File: src/rtl/ssc_pkg.sv
// Shared types, constants and coefficient tables of the fourth-order state-space controller.
// Used by every module of the controller; depends on nothing else.
`default_nettype none

package ssc_pkg;

    localparam int STATE_ORDER = 4;
    localparam int ROW_W       = $clog2(STATE_ORDER);
    localparam int COL_W       = ROW_W + 1;
    localparam int MEM_DEPTH   = 2 * STATE_ORDER;
    localparam int MEM_AW      = ROW_W + 1;

    localparam int X_W      = 48;
    localparam int COEF_W   = 40;
    localparam int ERR_W    = 17;
    localparam int DUTY_W   = 10;
    localparam int RAW_W    = 32;
    localparam int FRAC_X   = 16;
    localparam int HALF_W   = 24;
    localparam int PROD_W   = COEF_W + HALF_W;
    localparam int SUM_W    = PROD_W + 1;
    localparam int CFG_W    = 10;
    localparam int APB_DW   = 32;
    localparam int APB_AW   = 3;

    localparam int S_TDATA_W = 24;
    localparam int M_TDATA_W = 48;

    localparam logic [CFG_W-1:0] OFFSET_RESET = 10'd660;
    localparam logic [CFG_W-1:0] LIMIT_RESET  = 10'd1023;

    localparam logic REG_OUTPUT_OFFSET = 1'b0;
    localparam logic REG_DRIVE_LIMIT   = 1'b1;

    localparam logic [COL_W-1:0] COL_B      = 3'd4;
    localparam logic [COL_W-1:0] DRAIN_LAST = 3'd3;
    localparam logic [ROW_W-1:0] LAST_ROW   = 2'd3;

    typedef logic signed [COEF_W-1:0] coef_t;

    typedef enum logic [2:0] {
        ST_IDLE,
        ST_STATE,
        ST_DRAIN,
        ST_OUTPUT,
        ST_WAIT,
        ST_FINISH
    } seq_state_t;

    typedef enum logic [1:0] {
        TERM_A,
        TERM_B,
        TERM_C,
        TERM_OFS
    } term_kind_t;

    typedef struct packed {
        logic             valid;
        term_kind_t       kind;
        logic [ROW_W-1:0] row;
        logic             wr_bank;
        logic             first;
        logic             write;
        logic             last_term;
    } term_ctl_t;

    typedef struct packed {
        seq_state_t state;
        logic       bank;
    } seq_status_t;

    localparam coef_t COEF_A [STATE_ORDER][STATE_ORDER] = '{
        '{ 40'sd16762117, 40'sd0, 40'sd0, 40'sd0 },
        '{ 40'sd4513071, -40'sd5924, 40'sd407, -40'sd72 },
        '{ 40'sd4672454656, -40'sd5947523, 40'sd409029, -40'sd72780 },
        '{ 40'sd23370661888, 40'sd687698084, -40'sd47278195, 40'sd8417129 }
    };

    localparam coef_t COEF_B [STATE_ORDER] = '{
        40'sd670753, -40'sd526133, -40'sd540394127, 40'sd14430083482
    };

    localparam coef_t COEF_C [STATE_ORDER] = '{
        40'sd2533359616, 40'sd717897073, -40'sd8792939, -40'sd207870
    };

    function automatic coef_t coef_lookup(term_kind_t kind, logic [ROW_W-1:0] row,
                                          logic [ROW_W-1:0] col);
        coef_t c;
        case (kind)
            TERM_A: c = COEF_A[row][col];
            TERM_B: c = COEF_B[row];
            TERM_C: c = COEF_C[col];
            default: c = '0;
        endcase
        return c;
    endfunction

endpackage

`default_nettype wire

File: src/rtl/ssc_state_mem.sv
// Ping-pong state memory: two banks of controller state, one write and one read port.
// Reads are registered; entries never written since reset read as zero. Uses ssc_pkg.
`default_nettype none

module ssc_state_mem (
    input  wire logic                           aclk,
    input  wire logic                           aresetn,
    input  wire logic [ssc_pkg::MEM_AW-1:0]     rd_addr,
    output logic signed [ssc_pkg::X_W-1:0]      rd_data,
    input  wire logic                           wr_en,
    input  wire logic [ssc_pkg::MEM_AW-1:0]     wr_addr,
    input  wire logic signed [ssc_pkg::X_W-1:0] wr_data
);

    logic signed [ssc_pkg::X_W-1:0] mem_reg [ssc_pkg::MEM_DEPTH];
    logic [ssc_pkg::MEM_DEPTH-1:0]  valid_reg;
    logic signed [ssc_pkg::X_W-1:0] q_reg;
    logic                           qv_reg;

    always_ff @(posedge aclk) begin
        if (wr_en) begin
            mem_reg[wr_addr] <= wr_data;
        end
        q_reg <= mem_reg[rd_addr];
    end

    always_ff @(posedge aclk) begin
        if (!aresetn) begin
            valid_reg <= '0;
            qv_reg    <= 1'b0;
        end else begin
            qv_reg <= valid_reg[rd_addr];
            if (wr_en) begin
                valid_reg[wr_addr] <= 1'b1;
            end
        end
    end

    assign rd_data = qv_reg ? q_reg : '0;

endmodule

`default_nettype wire

File: config.mk
export PLATFORM = sky130hd
export DESIGN_NAME = ssc_state_mem
export DESIGN_NICKNAME = d
export VERILOG_FILES = /design/src/rtl/ssc_pkg.sv /design/src/rtl/ssc_state_mem.sv
export SDC_FILE = /design/constraint.sdc
export NUM_CORES = 1
export LEC_CHECK = 0
export BUFFER_PORTS_ARGS = -buffer_cell sky130_fd_sc_hd__buf_2
export CAP_MARGIN = 20
export CORE_MARGIN = 4
export CORE_UTILIZATION = 60
export CTS_CLUSTER_SIZE = 25
export DETAILED_ROUTE_END_ITERATION = 10
export PLACE_DENSITY = 0.82
export SLEW_MARGIN = 20
export SYNTH_ARGS = -nofsm -noshare
export SYNTH_HDL_FRONTEND = slang
export SYNTH_SLANG_ARGS = --single-unit
File: constraint.sdc
create_clock -name aclk -period 8 [get_ports aclk]
set_input_delay 1.6 -clock aclk [delete_from_list [all_inputs] [get_ports aclk]]
set_output_delay 1.6 -clock aclk [all_outputs]
set_load 0.01 [all_outputs]
==> impl_metrics.csv <==
group,metric,value,unit
logic_synthesis,synth.lib_cells_used.distinct,20,
power_and_ir_drop,power_switching_share,0.1931,
placement,dpl_cell_area,16950,sq um
power_and_ir_drop,power.density,258.2,nW/um^2
power_and_ir_drop,power_leakage,6.171,nW
global_route,largest_net_degree_at_the_start_of_global_routing,69,
placement,placement.io_buffers,104,
logic_synthesis,mapped_cells,695,
run_status,run_status,"completed",
cts,cts.clk_slew.worst_paths,60,ps
placement,placed_cells,1111,
sta,fmax,275.6,MHz
sta,totalNegativeSetupSlack,0,ps
sta,final_critical_path_setup_slack,4372,ps
placement,detailed_place_hpwl,14570,um
sta,rsz0062_at_grt,"false",
die,fp.dieW,171.5,um
worst_setup_path,cpMaxStageDelayCell,"sky130_fd_sc_hd__dfxtp_2",
worst_setup_path,setup.worst_path.end_class,"output port",
cells_and_area,mostFrequentLayoutCell,"sky130_fd_sc_hd__edfxtp_1",
cts,root_buffer,"sky130_fd_sc_hd__clkbuf_16",
cts,cts_num_sinks,441,
die,initial_core_util,0.6121,
cells_and_area,finalInstanceArea,18290,sq um
global_route,grt_antenna_before_repair,6,
cells_and_area,most-common-layout-cells,"sky130_fd_sc_hd__edfxtp_1, sky130_fd_sc_hd__buf_2, sky130_fd_sc_hd__mux4_2",
die,die_area,29420,sq um
drt,total_number_of_vias,7168,
die,boundaryPins,105,
min_path,worst_hold_class,"reg2reg",
sta,worst_clk_skew,8.111,ps
logic_synthesis,yosys_register_bits,441,
power_and_ir_drop,switching_power,911.7,uW
cells_and_area,largest_register_ff_count,384,
worst_setup_path,timing.critical_path.required,6400,ps
power_and_ir_drop,clock_power_share,0.395,
logic_synthesis,synth.largest_area_cell,"sky130_fd_sc_hd__edfxtp_1",
drt,drcViolationCount,0,
cts,cts-hold-fix-buffers,0,
logic_synthesis,syn_avg_cell_area,23.08,sq um
drt,routed_wirelength,29750,um
global_route,globalRouteOverflowTotal,0,
logic_synthesis,ys_seq_area_frac,0.7900,
cts,clockBufferDepth,3,
cts,postCtsResizedCells,0,
worst_setup_path,cp_cell_sequence,"and2_1 > buf_2",
power_and_ir_drop,comb_power_share,0.049,
logic_synthesis,yosys-top-cells-area,"sky130_fd_sc_hd__edfxtp_1, sky130_fd_sc_hd__mux4_2, sky130_fd_sc_hd__dfxtp_1",
sta,tightest_pin_transition,1046,ps
worst_setup_path,data_arrival_at_the_endpoint_of_the_critical_path,2030,ps
worst_setup_path,critPathCapture,"rd_data[11]",
logic_synthesis,synth.net_count,752,
drt,dr.pass1.iters,7,
worst_setup_path,critical_path.max_fanout,48,
die,coreArea,26210,sq um
sta,finalCriticalPeriod,3628,ps
power_and_ir_drop,seq_power_share,0.556,
sta,final_max_slew_viols,0,
run,timing.max_cap.violations,0,
worst_setup_path,launch_instance_of_the_worst_register_to_register_path,"mem_reg[7][17]$_DFFE_PP_",
cts,number_of_buffers_added_by_the_clock_tree_synthesis_step,42,
power_and_ir_drop,total_power_after_layout,4.721,mW
worst_setup_path,rr_worst_depth,2,
sta,final_setup_violating_endpoints,0,
cells_and_area,finalNonFillerCells,1190,
cts,h-tree-depth,2,
cells_and_area,num-nets-final,877,
global_route,grt_util_all_layers,0.2090,
die,fp-row-count,59,
cts,postCtsSetupBuffers,0,
sta,worst_hold_slack,478.5,ps
placement,worst_slack_after_detailed_placement,3859,ps
logic_synthesis,syn_area,16040,sq um
power_and_ir_drop,internal-power,3.809,mW
logic_synthesis,count_of_synthesis_stage_warnings_from_yosys,0,
drt,drtAntennaViolNets,0,
global_route,grt_pass1_vias,7624,
cells_and_area,area.growth.synth_to_final,13.99,%
worst_setup_path,cp_slowest_stage_delay,1020,ps
sta,finalHoldViolations,0,
drt,drt-wirelength-per-cell,25.00,um
sta,timing.final.crit_share,0.4535,
cts,clock_insertion_delay_worst_skew,520,ps
drt,drt_first_iter_violations,676,
worst_setup_path,crit_type,"reg2out",
worst_setup_path,r2r_end,"q_reg[17]$_DFF_P_",
power_and_ir_drop,ir_worst_vdd,194.0,uV
logic_synthesis,synthDominantCellAreaShare,0.7188,
sta,max-slew-margin-rel,0.3027,
global_route,global_route_wire_length_before_repair,45360,um
cells_and_area,layout-drive-gt1-share,0.3845,
cells_and_area,fin_util,0.6978,
cts,cts_tree,"built",
die,die_y,171.5,um
drt,via_per_inst,6.024,
worst_setup_path,worst_setup_path_startpoint,"qv_reg$_SDFF_PN0_",
worst_setup_path,worst-r2r-setup-slack,6680,ps
placement,routability_congestion_estimate_from_global_placement,0.6849,
worst_setup_path,worstSetupStartpointType,"flop",
==> metal layers <==
layer / routed length, um / share of wire / GRT usage / vias up
li1: - / - / - / 3095
met5: 73 / 0.0025 / 0 / -
met4: 588 / 0.020 / 0.05270 / 10
met2: 15960 / 0.54 / 0.3714 / 230
met3: 1857 / 0.062 / 0.04551 / 55
met1: 11260 / 0.38 / 0.2657 / 3778
==> worst min path at each step <==
stage | startpoint | cells past startpoint | end | slack (ps)
3_5_place_dp | valid_reg[4]$_SDFFE_PN0P_ | 1 | valid_reg[4]$_SDFFE_PN0P_ | 450
6_report | valid_reg[5]$_SDFFE_PN0P_ | 1 | valid_reg[5]$_SDFFE_PN0P_ | 480
3_3_place_gp | valid_reg[7]$_SDFFE_PN0P_ | 1 | valid_reg[7]$_SDFFE_PN0P_ | 440
4_1_cts | valid_reg[5]$_SDFFE_PN0P_ | 1 | valid_reg[5]$_SDFFE_PN0P_ | 470
2_1_floorplan | valid_reg[4]$_SDFFE_PN0P_ | 1 | valid_reg[4]$_SDFFE_PN0P_ | 440
5_1_grt | valid_reg[0]$_SDFFE_PN0P_ | 1 | valid_reg[0]$_SDFFE_PN0P_ | 490
==> kinds of logic after synthesis <==
family | share of synthesized area
flops | 0.7900
buf+inv | 0.01147
simple gates | 0.02262
compound gates | 0.004758
mux | 0.1712
==> power groups by stage <==
stage | clock [mW] | sequential [mW] | combinational, mW
after detailed placement | 0 | 2.67 | 0.232
after global routing | 2.01 | 2.63 | 0.250
final | 1.87 | 2.62 | 0.230
after global placement | 0 | 2.67 | 0.220
after floorplan | 0 | 2.66 | 0.153
after CTS | 1.91 | 2.63 | 0.234
==> area by class of cell <==
cell class | instances | area (sq um)
sequential | 441 | 12670
multi-input combinational | 219 | 3241
antenna | 2 | 5.005
fill | 1522 | 7920
tap | 335 | 419.2
inverter | 1 | 3.754
clock buffer | 68 | 1292
clock inverter | 9 | 40.04
timing repair buffer | 115 | 611.8
==> Yosys cell counts (all sizes together) <==
| cell type | count |
|---|---|
| mux2i | 1 |
| mux4 | 97 |
| nand2b | 3 |
| edfxtp | 384 |
| buf | 18 |
| a311oi | 1 |
| nand2 | 2 |
| dfxtp | 57 |
| and2 | 48 |
| clkbuf | 16 |
| nor2 | 7 |
| o21a | 8 |
| inv | 1 |
| nor3 | 2 |
| o31ai | 1 |
| mux2 | 49 |
==> critical path, delay by kind of cell, from the launching register on <==
kind / cells / cell delay [ps]
flip-flops: 1 / 1020
AND/OR/NAND/NOR: 1 / 310
buffers and inverters: 1 / 160
(Power assumes the default switching activity.)
