## src/rtl/ssc_pkg.sv

```systemverilog
// Shared types, constants and coefficient tables of the fourth-order state-space controller.
// Used by every module of the controller; depends on nothing else.
`default_nettype none

package ssc_pkg;

    localparam int STATE_ORDER = 4;
    localparam int ROW_W       = $clog2(STATE_ORDER);
    localparam int COL_W       = ROW_W + 1;
    localparam int MEM_DEPTH   = 2 * STATE_ORDER;
    localparam int MEM_AW      = ROW_W + 1;

    localparam int X_W      = 48;
    localparam int COEF_W   = 40;
    localparam int ERR_W    = 17;
    localparam int DUTY_W   = 10;
    localparam int RAW_W    = 32;
    localparam int FRAC_X   = 16;
    localparam int HALF_W   = 24;
    localparam int PROD_W   = COEF_W + HALF_W;
    localparam int SUM_W    = PROD_W + 1;
    localparam int CFG_W    = 10;
    localparam int APB_DW   = 32;
    localparam int APB_AW   = 3;

    localparam int S_TDATA_W = 24;
    localparam int M_TDATA_W = 48;

    localparam logic [CFG_W-1:0] OFFSET_RESET = 10'd660;
    localparam logic [CFG_W-1:0] LIMIT_RESET  = 10'd1023;

    localparam logic REG_OUTPUT_OFFSET = 1'b0;
    localparam logic REG_DRIVE_LIMIT   = 1'b1;

    localparam logic [COL_W-1:0] COL_B      = 3'd4;
    localparam logic [COL_W-1:0] DRAIN_LAST = 3'd3;
    localparam logic [ROW_W-1:0] LAST_ROW   = 2'd3;

    typedef logic signed [COEF_W-1:0] coef_t;

    typedef enum logic [2:0] {
        ST_IDLE,
        ST_STATE,
        ST_DRAIN,
        ST_OUTPUT,
        ST_WAIT,
        ST_FINISH
    } seq_state_t;

    typedef enum logic [1:0] {
        TERM_A,
        TERM_B,
        TERM_C,
        TERM_OFS
    } term_kind_t;

    typedef struct packed {
        logic             valid;
        term_kind_t       kind;
        logic [ROW_W-1:0] row;
        logic             wr_bank;
        logic             first;
        logic             write;
        logic             last_term;
    } term_ctl_t;

    typedef struct packed {
        seq_state_t state;
        logic       bank;
    } seq_status_t;

    localparam coef_t COEF_A [STATE_ORDER][STATE_ORDER] = '{
        '{ 40'sd16762117, 40'sd0, 40'sd0, 40'sd0 },
        '{ 40'sd4513071, -40'sd5924, 40'sd407, -40'sd72 },
        '{ 40'sd4672454656, -40'sd5947523, 40'sd409029, -40'sd72780 },
        '{ 40'sd23370661888, 40'sd687698084, -40'sd47278195, 40'sd8417129 }
    };

    localparam coef_t COEF_B [STATE_ORDER] = '{
        40'sd670753, -40'sd526133, -40'sd540394127, 40'sd14430083482
    };

    localparam coef_t COEF_C [STATE_ORDER] = '{
        40'sd2533359616, 40'sd717897073, -40'sd8792939, -40'sd207870
    };

    function automatic coef_t coef_lookup(term_kind_t kind, logic [ROW_W-1:0] row,
                                          logic [ROW_W-1:0] col);
        coef_t c;
        case (kind)
            TERM_A: c = COEF_A[row][col];
            TERM_B: c = COEF_B[row];
            TERM_C: c = COEF_C[col];
            default: c = '0;
        endcase
        return c;
    endfunction

endpackage

`default_nettype wire

```

## src/rtl/ssc_sequencer.sv

```systemverilog
// Term sequencer: walks the state update, drain, output and finish phases and issues one
// multiply-accumulate term per cycle with its memory read address and coefficient. Uses ssc_pkg.
`default_nettype none

module ssc_sequencer (
    input  wire logic                       aclk,
    input  wire logic                       aresetn,
    input  wire logic                       in_valid,
    output logic                            in_ready,
    input  wire logic                       acc_done,
    input  wire logic                       out_free,
    output ssc_pkg::term_ctl_t              issue,
    output ssc_pkg::coef_t                  coef,
    output logic [ssc_pkg::MEM_AW-1:0]      rd_addr,
    output logic                            load_result,
    output ssc_pkg::seq_status_t            status
);

    ssc_pkg::seq_state_t          state_reg, state_next;
    logic [ssc_pkg::ROW_W-1:0]    row_reg, row_next;
    logic [ssc_pkg::COL_W-1:0]    col_reg, col_next;
    logic                         bank_reg, bank_next;

    always_ff @(posedge aclk) begin
        if (!aresetn) begin
            state_reg <= ssc_pkg::ST_IDLE;
            row_reg   <= '0;
            col_reg   <= '0;
            bank_reg  <= 1'b0;
        end else begin
            state_reg <= state_next;
            row_reg   <= row_next;
            col_reg   <= col_next;
            bank_reg  <= bank_next;
        end
    end

    always_comb begin
        state_next = state_reg;
        case (state_reg)
            ssc_pkg::ST_IDLE: begin
                if (in_valid) begin
                    state_next = ssc_pkg::ST_STATE;
                end
            end
            ssc_pkg::ST_STATE: begin
                if (row_reg == ssc_pkg::LAST_ROW && col_reg == ssc_pkg::COL_B) begin
                    state_next = ssc_pkg::ST_DRAIN;
                end
            end
            ssc_pkg::ST_DRAIN: begin
                if (col_reg == ssc_pkg::DRAIN_LAST) begin
                    state_next = ssc_pkg::ST_OUTPUT;
                end
            end
            ssc_pkg::ST_OUTPUT: begin
                if (col_reg == ssc_pkg::COL_B) begin
                    state_next = ssc_pkg::ST_WAIT;
                end
            end
            ssc_pkg::ST_WAIT: begin
                if (acc_done) begin
                    state_next = ssc_pkg::ST_FINISH;
                end
            end
            ssc_pkg::ST_FINISH: begin
                if (out_free) begin
                    state_next = ssc_pkg::ST_IDLE;
                end
            end
            default: state_next = ssc_pkg::ST_IDLE;
        endcase
    end

    always_comb begin
        row_next  = row_reg;
        col_next  = col_reg;
        bank_next = bank_reg;
        case (state_reg)
            ssc_pkg::ST_IDLE: begin
                row_next = '0;
                col_next = '0;
            end
            ssc_pkg::ST_STATE: begin
                if (col_reg == ssc_pkg::COL_B) begin
                    col_next = '0;
                    row_next = row_reg + 1'b1;
                end else begin
                    col_next = col_reg + 1'b1;
                end
            end
            ssc_pkg::ST_DRAIN: begin
                if (col_reg == ssc_pkg::DRAIN_LAST) begin
                    col_next = '0;
                end else begin
                    col_next = col_reg + 1'b1;
                end
            end
            ssc_pkg::ST_OUTPUT: begin
                if (col_reg == ssc_pkg::COL_B) begin
                    col_next = '0;
                end else begin
                    col_next = col_reg + 1'b1;
                end
            end
            ssc_pkg::ST_FINISH: begin
                if (out_free) begin
                    bank_next = ~bank_reg;
                end
            end
            default: begin
                row_next = row_reg;
            end
        endcase
    end

    always_comb begin
        in_ready          = 1'b0;
        load_result       = 1'b0;
        issue             = '0;
        issue.kind        = ssc_pkg::TERM_A;
        issue.row         = row_reg;
        issue.wr_bank     = ~bank_reg;
        rd_addr           = {bank_reg, col_reg[ssc_pkg::ROW_W-1:0]};
        case (state_reg)
            ssc_pkg::ST_IDLE: begin
                in_ready = aresetn;
            end
            ssc_pkg::ST_STATE: begin
                issue.valid = 1'b1;
                issue.kind  = (col_reg == ssc_pkg::COL_B) ? ssc_pkg::TERM_B : ssc_pkg::TERM_A;
                issue.first = (col_reg == '0);
                issue.write = (col_reg == ssc_pkg::COL_B);
            end
            ssc_pkg::ST_OUTPUT: begin
                issue.valid     = 1'b1;
                issue.kind      = (col_reg == ssc_pkg::COL_B) ? ssc_pkg::TERM_OFS
                                                              : ssc_pkg::TERM_C;
                issue.row       = '0;
                issue.first     = (col_reg == '0);
                issue.last_term = (col_reg == ssc_pkg::COL_B);
                rd_addr         = {~bank_reg, col_reg[ssc_pkg::ROW_W-1:0]};
            end
            ssc_pkg::ST_FINISH: begin
                load_result = out_free;
            end
            default: begin
                in_ready = 1'b0;
            end
        endcase
        coef = ssc_pkg::coef_lookup(issue.kind, issue.row, col_reg[ssc_pkg::ROW_W-1:0]);
    end

    assign status = {state_reg, bank_reg};

endmodule

`default_nettype wire

```

## config.mk

```make
export PLATFORM = sky130hd
export DESIGN_NAME = ssc_sequencer
export DESIGN_NICKNAME = d
export VERILOG_FILES = /design/src/rtl/ssc_pkg.sv /design/src/rtl/ssc_sequencer.sv
export SDC_FILE = /design/constraint.sdc
export NUM_CORES = 1
export LEC_CHECK = 0
export BUFFER_PORTS_ARGS = -buffer_cell sky130_fd_sc_hd__buf_2
export CAP_MARGIN = 20
export CORE_ASPECT_RATIO = 0.6
export CORE_MARGIN = 8
export CORE_UTILIZATION = 35
export DETAILED_ROUTE_END_ITERATION = 10
export PLACE_DENSITY = 0.56
export SLEW_MARGIN = 20
export SYNTH_ARGS = -nofsm -noshare
export SYNTH_HDL_FRONTEND = slang
export SYNTH_SLANG_ARGS = --single-unit
```

## constraint.sdc

```tcl
create_clock -name aclk -period 3.1 [get_ports aclk]
set_clock_uncertainty 0.1 [all_clocks]
set_input_delay 0 -clock aclk [delete_from_list [all_inputs] [get_ports aclk]]
set_output_delay 0 -clock aclk [all_outputs]
set_load 0.02 [all_outputs]
```

==> results.sh <==
export IMPL_cts_root_cell="sky130_fd_sc_hd__clkbuf_8"
export IMPL_synthesis_nets=263
export IMPL_final_count_of_hold_timing_violations=0
export IMPL_antenna_found_initial=0
export IMPL_route_final_wire_length_mm=6.20
export IMPL_core_rowCount=19
export IMPL_seq_area_um2=180
export IMPL_multiInputGateArea_mm2=0.00129
export IMPL_flops_latches_synth=9
export IMPL_worst_endpoint_required_ns=3.00
export IMPL_netlist_instances=242
export IMPL_dp_worst_setup_slack_ns=0.644
export IMPL_routedWlPerCell_um=17.3
export IMPL_numCtsBuffers=3
export IMPL_timing_critical_path_arrival_ns=2.63
export IMPL_slowest_stage="sky130_fd_sc_hd__o32ai_2"
export IMPL_drc=0
export IMPL_switchingPower_uw=154
export IMPL_dieWidth_um=104
export IMPL_worst_path_max_fanout=9
export IMPL_yosysUniqueCellTypes=46
export IMPL_final_max_slew_viol_count=0
export IMPL_max_clock_freq_mhz=367
export IMPL_finalSetupViolations=0
export IMPL_clk_latency_ns=0.23
export IMPL_final_setup_worst_slack_ns=0.372
export IMPL_syn_avg_cell_area_um2=6.78
export IMPL_period_share_pct=88.0
export IMPL_slowest_delay_ns=0.53
export IMPL_yosys_most_used_dff="sky130_fd_sc_hd__dfxtp_1"
export IMPL_initial_utilization_pct=36.2
export IMPL_clock_tree_from_tritoncts="yes"
export IMPL_worst_setup_path_start_kind="flip-flop"
export IMPL_via_count_of_the_first_global_routing_pass=1850
export IMPL_placeableCoreArea_mm2=0.00454
export IMPL_internal_power_uw=264
export IMPL_fin_setup_tns_ns=0
export IMPL_power_per_cell_area_mw_per_mm2=206
export IMPL_synthDominantCellAreaShare_pct=12.2
export IMPL_synth_cells_most_frequent="32 x sky130_fd_sc_hd__nand2_1, 20 x sky130_fd_sc_hd__a21oi_1, 18 x sky130_fd_sc_hd__o211ai_1"
export IMPL_place_congestion=0.915
export IMPL_grt_start_max_net_pins=33
export IMPL_port_buffers=62
export IMPL_synth_most_common_cell="sky130_fd_sc_hd__nand2_1"
export IMPL_fillerInstances=480
export IMPL_postSynth_asyncResetShare_pct=0
export IMPL_yosysTopAreaCell="sky130_fd_sc_hd__ha_1"
export IMPL_cts_max_path_buffers=2
export IMPL_yosysSeqAreaShare_pct=11.0
export IMPL_criticalPathCategory="flip-flop to output port"
export IMPL_power_sequential_fraction_pct=28.6
export IMPL_pwr_share_clk_pct=33.2
export IMPL_die_h_um=69.1
export IMPL_grt_pass1_wl_mm=10.1
export IMPL_synth_area_leaders="sky130_fd_sc_hd__ha_1 12%, sky130_fd_sc_hd__dfxtp_1 11%, sky130_fd_sc_hd__o211ai_1 8.2%"
export IMPL_dr_pass1_iters=5
export IMPL_dr_total_vias=2056
export IMPL_worstHoldPathType="primary input to flip-flop"
export IMPL_post_synth_edffs=0
export IMPL_timing_critical_path_cells="nand3b_1 > nand2_1 > inv_2 > ha_1 > nor2b_1 > o32ai_2 > o221ai_1 > buf_2"
export IMPL_power_ir_vdd_worst_uv=126
export IMPL_netSwitchingFraction_pct=36.9
export IMPL_clock_sinks=9
export IMPL_worst_slew_pin_slew_ns=0.669
export IMPL_combPwrFrac_pct=38.2
export IMPL_grt_util_all_layers_pct=16.5
export IMPL_grt_setup_unrepaired="false"
export IMPL_n_antenna_cell=0
export IMPL_viasPerCell=5.73
export IMPL_grt_remaining_overflow=0
export IMPL_run_status="finished clean"
export IMPL_design_final_nets=318
export IMPL_clkSlewWorstSetupHoldPaths_ns=0.05
export IMPL_syn_area_mm2=0.00164
export IMPL_proportion_of_layout_cells_with_a_drive_suffix_above_1_pct=28.0
export IMPL_areaGrowthSynthToFinish_pct=23.7
export IMPL_htree_depth=1
export IMPL_slew_headroom_pct=55.3
export IMPL_crit_end_element="output port"
export IMPL_final_period_minus_worst_setup_slack_ns=2.73
export IMPL_route_antenna_remaining_nets=0
export IMPL_floorplan_io_pins=63
export IMPL_synth_warning_count=0
export IMPL_postCtsSetupBuffers=0
export IMPL_cap_viol_max_count=0
export IMPL_dieArea_mm2=0.00721
export IMPL_dp_hpwl_mm=4.83
export IMPL_leakage_uw=0.00101
export IMPL_drt_initial_drc_count=316
-- worst max-delay path, delay by kind of cell, from the launching register on --
kind	cells	cell delay, ns
flip-flops	1	0.30
adder cells (fa/ha/maj)	1	0.27
AND/OR/NAND/NOR	3	0.74
AO/OA/AOI/OAI	2	0.73
buffers and inverters	2	0.34
-- cell usage in the layout (no fill, tap or decap), types with 2 or more instances in the layout --
cell                       Yosys  routed
sky130_fd_sc_hd__nor2_1       15      15
sky130_fd_sc_hd__inv_2         4       4
sky130_fd_sc_hd__nand3_1      10      10
sky130_fd_sc_hd__o211ai_1     18      18
sky130_fd_sc_hd__a211oi_1      3       3
sky130_fd_sc_hd__a21o_1        4       4
sky130_fd_sc_hd__nor3b_1       2       2
sky130_fd_sc_hd__a21boi_1      3       3
sky130_fd_sc_hd__nand2b_1     10      10
sky130_fd_sc_hd__and3_1        4       4
sky130_fd_sc_hd__and2_1        3       3
sky130_fd_sc_hd__nor3_1        2       2
sky130_fd_sc_hd__o21ai_1       4       4
sky130_fd_sc_hd__a22oi_1       3       3
sky130_fd_sc_hd__o221ai_1      7       7
sky130_fd_sc_hd__o21ai_0       9       9
sky130_fd_sc_hd__inv_1         8       8
sky130_fd_sc_hd__nand2_1      32      32
sky130_fd_sc_hd__buf_4         8       9
sky130_fd_sc_hd__a21oi_1      20      20
sky130_fd_sc_hd__buf_2         9      62
sky130_fd_sc_hd__dfxtp_1       9       9
sky130_fd_sc_hd__ha_1         16      16
sky130_fd_sc_hd__nor2b_1      12      12
sky130_fd_sc_hd__clkbuf_8      0       3
sky130_fd_sc_hd__o311ai_1      2       2
sky130_fd_sc_hd__xnor2_1       2       2
-- per-stage QoR --
step | instances | instance area (µm²) | util (%) | hold slack, ns | power [µW]
after floorplan | 242 | 1640 | - | 0.0175 | 230
after global placement | 354 | 1970 | 43.5 | 0.242 | 281
after detailed placement | 354 | 1970 | 43.5 | 0.229 | 280
after CTS | 359 | 2030 | 44.7 | 0.0512 | 421
after global routing | 359 | 2030 | 44.7 | 0.0906 | 443
final | 359 | 2030 | 44.7 | 0.0549 | 418
-- final timing paths --
kind                                   from                   endpoint  cells past startpoint  slack, ns
setup reg to reg    col_reg[0]$_SDFFE_PN0P_    col_reg[0]$_SDFFE_PN0P_                      7       1.08
setup / recovery  state_reg[2]$_SDFFE_PN0P_                   coef[19]                      8       0.37
hold reg to reg     row_reg[0]$_SDFFE_PN0P_    row_reg[0]$_SDFFE_PN0P_                      2       0.48
hold / removal                     out_free  state_reg[2]$_SDFFE_PN0P_                      4       0.05
-- timing repair --
action / 4_1_cts / 5_1_grt
endpoints found under the hold margin: 2 / 0
hold buffers: 1 / 0
gates resized for setup: 0 / 0
-- layer usage --
metal  up-vias  global-route usage (%)  routed length (µm)
li1        985                       -                   -
met1       954                    25.3                3160
met2       115                    22.0                2390
met3         2                    4.73                 643
met4         0                    1.91                  12
met5         -                       0                   0
-- cells by family after synthesis --
logic type	Yosys count	share of synthesized area, %
muxes	1	0.610
xor gates and xnor gates	2	1.07
and+or+nand+nor	96	29.3
DFF	9	11.0
adders and majority gates	16	12.2
AOI/OAI and AO/OA	84	35.6
buffers and inverters	34	10.3
-- final cells by class --
cell class	instances	share of cell area (%)
Sequential cell	9	8.87
Inverter	12	2.22
Timing Repair Buffer	72	19.1
Tap cell	63	3.88
Clock buffer	3	2.03
Clock inverter	1	0.246
Multi-Input combinational cell	199	63.6
-- power by group through the flow --
stage,Sequential [µW],Clock (µW),Combinational [µW]
global placement,122,0,159
CTS,119,142,160
detailed placement,122,0,158
finish,119,139,160
global route,119,150,174
floorplan,125,0,105
Note: power is estimated with default switching activity, not from simulation.
